<file path="src/hdl/bhks_pkg.sv">
// Package for the bounded key set unit.
// Holds item types, command codes and controller/datapath interface structs.
// No dependencies.
`default_nettype none
package bhks_pkg;

  localparam int BHKS_CAPACITY = 64;
  localparam int KEY_W         = 64;
  localparam int ROW_W         = 4 * KEY_W;
  localparam int COUNT_OUT_W   = 7;

  typedef enum logic [1:0] {
    CMD_LOOKUP = 2'd0,
    CMD_ADD    = 2'd1,
    CMD_REMOVE = 2'd2,
    CMD_CLEAR  = 2'd3
  } bhks_cmd_t;

  typedef struct packed {
    logic [1:0]       cmd;
    logic [KEY_W-1:0] key_word0;
    logic [KEY_W-1:0] key_word1;
    logic [KEY_W-1:0] key_word2;
    logic [KEY_W-1:0] key_word3;
  } in_item_t;

  typedef struct packed {
    logic                   found;
    logic                   full_res;
    logic [COUNT_OUT_W-1:0] entry_count;
  } out_item_t;

  typedef struct packed {
    logic load;
    logic step;
    logic rd_last;
    logic wr_new;
    logic wr_move;
    logic clr;
  } bhks_ctl_t;

  typedef struct packed {
    bhks_cmd_t cmd;
    logic      hit;
    logic      drained;
    logic      full;
  } bhks_sts_t;

endpackage
`default_nettype wire

</file>
<file path="src/hdl/bhks_ctrl.sv">
// Controller of the bounded key set unit: sequences scan, insert, remove and
// clear, and registers the result flags. Depends on bhks_pkg.
`default_nettype none
module bhks_ctrl (
  input  wire logic                clk,
  input  wire logic                rst_n,
  input  wire logic                start,
  input  wire logic [1:0]          in_cmd,
  input  wire bhks_pkg::bhks_sts_t sts,
  output      bhks_pkg::bhks_ctl_t ctl,
  output      logic                busy,
  output      logic                out_valid,
  output      logic                found,
  output      logic                full_res
);
  import bhks_pkg::*;

  typedef enum logic [2:0] {
    ST_IDLE,
    ST_SCAN,
    ST_MV_RD,
    ST_MV_WR,
    ST_WR_NEW,
    ST_CLR,
    ST_FIN
  } state_t;

  state_t state_r;
  logic   found_r;
  logic   full_r;

  always_comb begin
    ctl         = '0;
    ctl.load    = (state_r == ST_IDLE) && start;
    ctl.step    = (state_r == ST_SCAN);
    ctl.rd_last = (state_r == ST_MV_RD);
    ctl.wr_move = (state_r == ST_MV_WR);
    ctl.wr_new  = (state_r == ST_WR_NEW);
    ctl.clr     = (state_r == ST_CLR);
  end

  always_ff @(posedge clk) begin
    if (!rst_n) begin
      state_r <= ST_IDLE;
      found_r <= 1'b0;
      full_r  <= 1'b0;
    end else begin
      unique case (state_r)
        ST_IDLE: begin
          if (start) begin
            found_r <= 1'b0;
            full_r  <= 1'b0;
            state_r <= (bhks_cmd_t'(in_cmd) == CMD_CLEAR) ? ST_CLR : ST_SCAN;
          end
        end
        ST_SCAN: begin
          priority if (sts.hit) begin
            found_r <= 1'b1;
            state_r <= (sts.cmd == CMD_REMOVE) ? ST_MV_RD : ST_FIN;
          end else if (sts.drained) begin
            if (sts.cmd == CMD_ADD) begin
              if (sts.full) begin
                full_r  <= 1'b1;
                state_r <= ST_FIN;
              end else begin
                state_r <= ST_WR_NEW;
              end
            end else begin
              state_r <= ST_FIN;
            end
          end else begin
            state_r <= ST_SCAN;
          end
        end
        ST_MV_RD:  state_r <= ST_MV_WR;
        ST_MV_WR:  state_r <= ST_FIN;
        ST_WR_NEW: state_r <= ST_FIN;
        ST_CLR:    state_r <= ST_FIN;
        ST_FIN:    state_r <= ST_IDLE;
        default:   state_r <= ST_IDLE;
      endcase
    end
  end

  assign busy      = (state_r != ST_IDLE);
  assign out_valid = (state_r == ST_FIN);
  assign found     = found_r;
  assign full_res  = full_r;

  a_strobe_frees: assert property (@(posedge clk) disable iff (!rst_n)
    out_valid |=> !busy)
    else $error("busy held after result");

  a_flags_exclusive: assert property (@(posedge clk) disable iff (!rst_n)
    out_valid |-> !(found && full_res))
    else $error("found and full both set");

  a_full_only_add: assert property (@(posedge clk) disable iff (!rst_n)
    (out_valid && full_res) |-> sts.cmd == CMD_ADD)
    else $error("full flag on non-add item");

endmodule
`default_nettype wire

</file>
<file path="config.mk">
export PLATFORM = sky130hd
export DESIGN_NAME = bhks_ctrl
export DESIGN_NICKNAME = d
export VERILOG_FILES = /design/src/hdl/bhks_pkg.sv /design/src/hdl/bhks_ctrl.sv
export SDC_FILE = /design/constraint.sdc
export NUM_CORES = 1
export LEC_CHECK = 0
export BUFFER_PORTS_ARGS = -buffer_cell sky130_fd_sc_hd__buf_2
export CAP_MARGIN = 20
export CORE_AREA = 2 2 39 41
export CTS_BUF_LIST = sky130_fd_sc_hd__clkbuf_8 sky130_fd_sc_hd__clkbuf_16
export CTS_CLUSTER_DIAMETER = 120
export CTS_CLUSTER_SIZE = 24
export DETAILED_ROUTE_END_ITERATION = 16
export DIE_AREA = 0 0 41 43
export PLACE_DENSITY = 0.55
export SYNTH_ARGS = -nofsm -noshare
export SYNTH_HDL_FRONTEND = slang
export SYNTH_SLANG_ARGS = --single-unit
</file>
<file path="constraint.sdc">
create_clock -name clk -period 1.9 [get_ports clk]
set_input_delay 0.095 -clock clk [delete_from_list [all_inputs] [get_ports clk]]
set_output_delay 0.095 -clock clk [all_outputs]
set_load 0.01 [all_outputs]
</file>
==> summary.txt <==
Outcome
  – Status: finished, final reports clean

CTS
  – CTS Buffer Depth: 2
  – Worst-path clk slew: 0.04 ns
  – CTS root buf: clkbuf_8
  – Clock Latency Late Sink: 0.22 ns
  – TritonCTS clock tree: built
  – Setup bufs post-CTS: 0
  – CTS H-Tree Depth: 1
  – CTS Buf Count: 3
  – PostCTS Resize Cnt: 0
  – CTS Hold Bufs: 0
  – TritonCTS Sinks: 5

Floorplan
  – DIE AREA: 1760 µm²
  – Die height: 43 µm
  – Die width: 41 µm
  – Num ports: 20
  – Core ar.: 1380 µm²
  – Num rows: 14
  – Initial Util: 25.7%

Global routing
  – GRT Overall Usage: 11.0%
  – Largest net degree at the start of global routing: 14
  – First-pass GRT wire length: 1320 µm
  – Antenna violations before repair: 0
  – Vias in the first global route: 336
  – Total congestion overflow: 0

Synthesis
  – Synth Instances: 42
  – Synth top area share: 28.2%
  – YS warnings: 0
  – Post-synthesis sequential area ratio: 28.2%
  – Post-Syn Nets: 52
  – Synthesized area per cell: 8.46 µm²
  – Yosys reg bits: 5
  – Area leader, netlist: dfxtp_1
  – Cell variety after synth: 24
  – Synth area leaders: dfxtp_1 (28%), nor3b_1 (8.5%), and3b_1 (7.4%)
  – Synth Cell Area: 355 µm²

Route
  – 1st-pass router iterations: 3
  – DRC violations left: 0
  – Post-Route WL: 897 µm
  – DR vias/cell: 4.78
  – Routed via count: 373
  – Remaining antenna violation count: 0
  – Iter 0 DRT Violations: 2
  – Wirelength per Cell: 11.5 µm

Hold path
  – Beginning of the worst hold path: rst_n
  – HP Class: primary input to flop

Power
  – Reg power frac: between 30 and 40%
  – Combinational power share: 26.8%
  – Net Sw Frac: 31.0%
  – Clock power frac: 41.3%
  – Leak: between 0.2 and 0.25 nW
  – VDD IR max: about 0.00032 V
  – Net Switching: 0.000145 W
  – Power per cell area: 936 nW/µm²
  – Internal power: 0.000323 W

STA
  – Worst Setup Slack, final: 0.473 ns
  – Period Utilization, post-route: 75.1%
  – Slew headroom: 71.8%
  – Final setup fails: 0
  – RSZ-0062 raised after global routing: no
  – Worst-Margin Slew: 0.422 ns
  – Clock Skews: about 0.00072 ns
  – Setup TNS: 0 ns
  – Tmin final: 1.43 ns
  – Fin. Hold Viols: 0
  – Slew Limit Fails: 0
  – FMAX: 0.701 GHz

Setup path
  – Reg-to-Reg Start: state_r[1]
  – Critical path class: flop to output pin
  – Critical Path RT: approximately 1.8 ns
  – Critical path's slowest cell: or3_4
  – Critical path launch point type: flop
  – Max stage delay on crit path: 0.46 ns
  – Crit-path cells: or3_4 > nor2_1 > buf_2
  – Worst Setup End Kind: output pin
  – Critical Path Fanout Max: 13
  – CP startpoint: state_r[1]
  – Worst Path Arrival: 1.33 ns

Cells and area
  – Filler cells: 153
  – Area growth, synth to finish: 40.8%
  – Layout cells sized above 1: around 44%
  – Ant. Diodes: 0
  – Fin nets: 73

Placement
  – DP Worst Slack: 0.677 ns
  – Count of input and output buffers: 19
  – GPL Wtd Cong: 0.688

Job
  – Max Cap Viol: 0
## sequential cells by signal, summed over array words and instances, names as in the netlist
| name | flops |
|---|---|
| found | 1 |
| full_res | 1 |
| state_r | 3 |
## routing by layer
metal  routed length, µm  part of all wire, %  vias up  GRT usage [%]
li1                    -                    -      192              -
met1                 407                   45      171           13.9
met2                 440                   49       10           15.9
met3                  49                  5.5        0           1.57
met4                   0                    0        0           8.00
met5                   0                    0        -              0
## cell type report
class                           instances  area, µm²  share of cell area, %
Inverter                                1       3.75                  0.750
Timing Repair Buffer                   19       95.1                   19.0
Multi-Input combinational cell         33        236                   47.3
Clock buffer                            3       41.3                   8.25
Tap cell                               16       20.0                   4.00
Sequential cell                         5        100                   20.0
Clock inverter                          1       3.75                  0.750
## worst max-delay path, delay by kind of cell (launching register included)
| kind | cells | cell delay, ns |
|---|---|---|
| buffers and inverters | 1 | 0.13 |
| DFF | 1 | 0.43 |
| and+or+nand+nor | 2 | 0.55 |
## cell usage after synthesis
| cell | count |
|---|---|
| nor2_1 | 4 |
| o21ai_1 | 2 |
| nand2_1 | 1 |
| a21boi_1 | 2 |
| nor3b_2 | 2 |
| o31ai_1 | 1 |
| a31oi_1 | 1 |
| a2bb2oi_1 | 1 |
| o211ai_2 | 1 |
| nand3_1 | 1 |
| dfxtp_1 | 5 |
| nand4_1 | 1 |
| nor2b_1 | 1 |
| and3b_1 | 3 |
| nand3b_1 | 1 |
| a21oi_1 | 2 |
| or4b_1 | 1 |
| and2_1 | 1 |
| nor3b_1 | 4 |
| o21bai_1 | 1 |
| or3_4 | 1 |
| buf_2 | 3 |
| inv_1 | 1 |
| or2_2 | 1 |
## layout by cell type (no fill, tap or decap), drive strengths merged
cell	instances
a21oi	2
nor2	4
and3b	3
and2	1
a2bb2oi	1
dfxtp	5
nand4	1
a31oi	1
clkbuf	3
inv	2
o21ai	2
o31ai	1
o211ai	1
nand3	1
or2	1
nand3b	1
or4b	1
o21bai	1
nor3b	6
buf	19
a21boi	2
or3	1
nand2	1
nor2b	1
## through the flow
stage | util, % | power, W | cells | instance area [µm²] | hold WS [ns]
2_1_floorplan | - | 0.000232 | 42 | 355 | 0.227
3_3_place_gp | 32.9 | 0.000275 | 74 | 455 | 0.379
3_5_place_dp | 32.9 | 0.000277 | 74 | 455 | 0.384
4_1_cts | 36.2 | 0.000477 | 78 | 500 | 0.148
5_1_grt | 36.2 | 0.000499 | 78 | 500 | 0.168
6_report | 36.2 | 0.000468 | 78 | 500 | 0.158
## path summary, 6_finish.rpt
path | end | slack [ns] | cells after the start
worst max-delay path | ctl[5] | 0.47 | 3
worst min-delay path | state_r[2] | 0.16 | 3
worst max register to register | state_r[2] | 0.66 | 3
worst min register to register | found | 0.49 | 2
## cell families (layout without fill, tap and decap cells)
logic type             count (synthesis)  count (layout)  synth area share (%)
AOI/OAI and AO/OA                     11              11                  21.8
buffers and inverters                  4              24                  5.28
DFF                                    5               5                  28.2
and+or+nand+nor                       22              22                  44.7
## power by group through the flow
stage          logic (W)  clock network [W]  registers, W
5_1_grt         0.000141           0.000204      0.000155
2_1_floorplan   0.000105                  0      0.000127
4_1_cts         0.000127           0.000202      0.000149
6_report        0.000125           0.000193      0.000150
3_3_place_gp    0.000125                  0      0.000150
3_5_place_dp    0.000126                  0      0.000151
(Power assumes the default switching activity.)
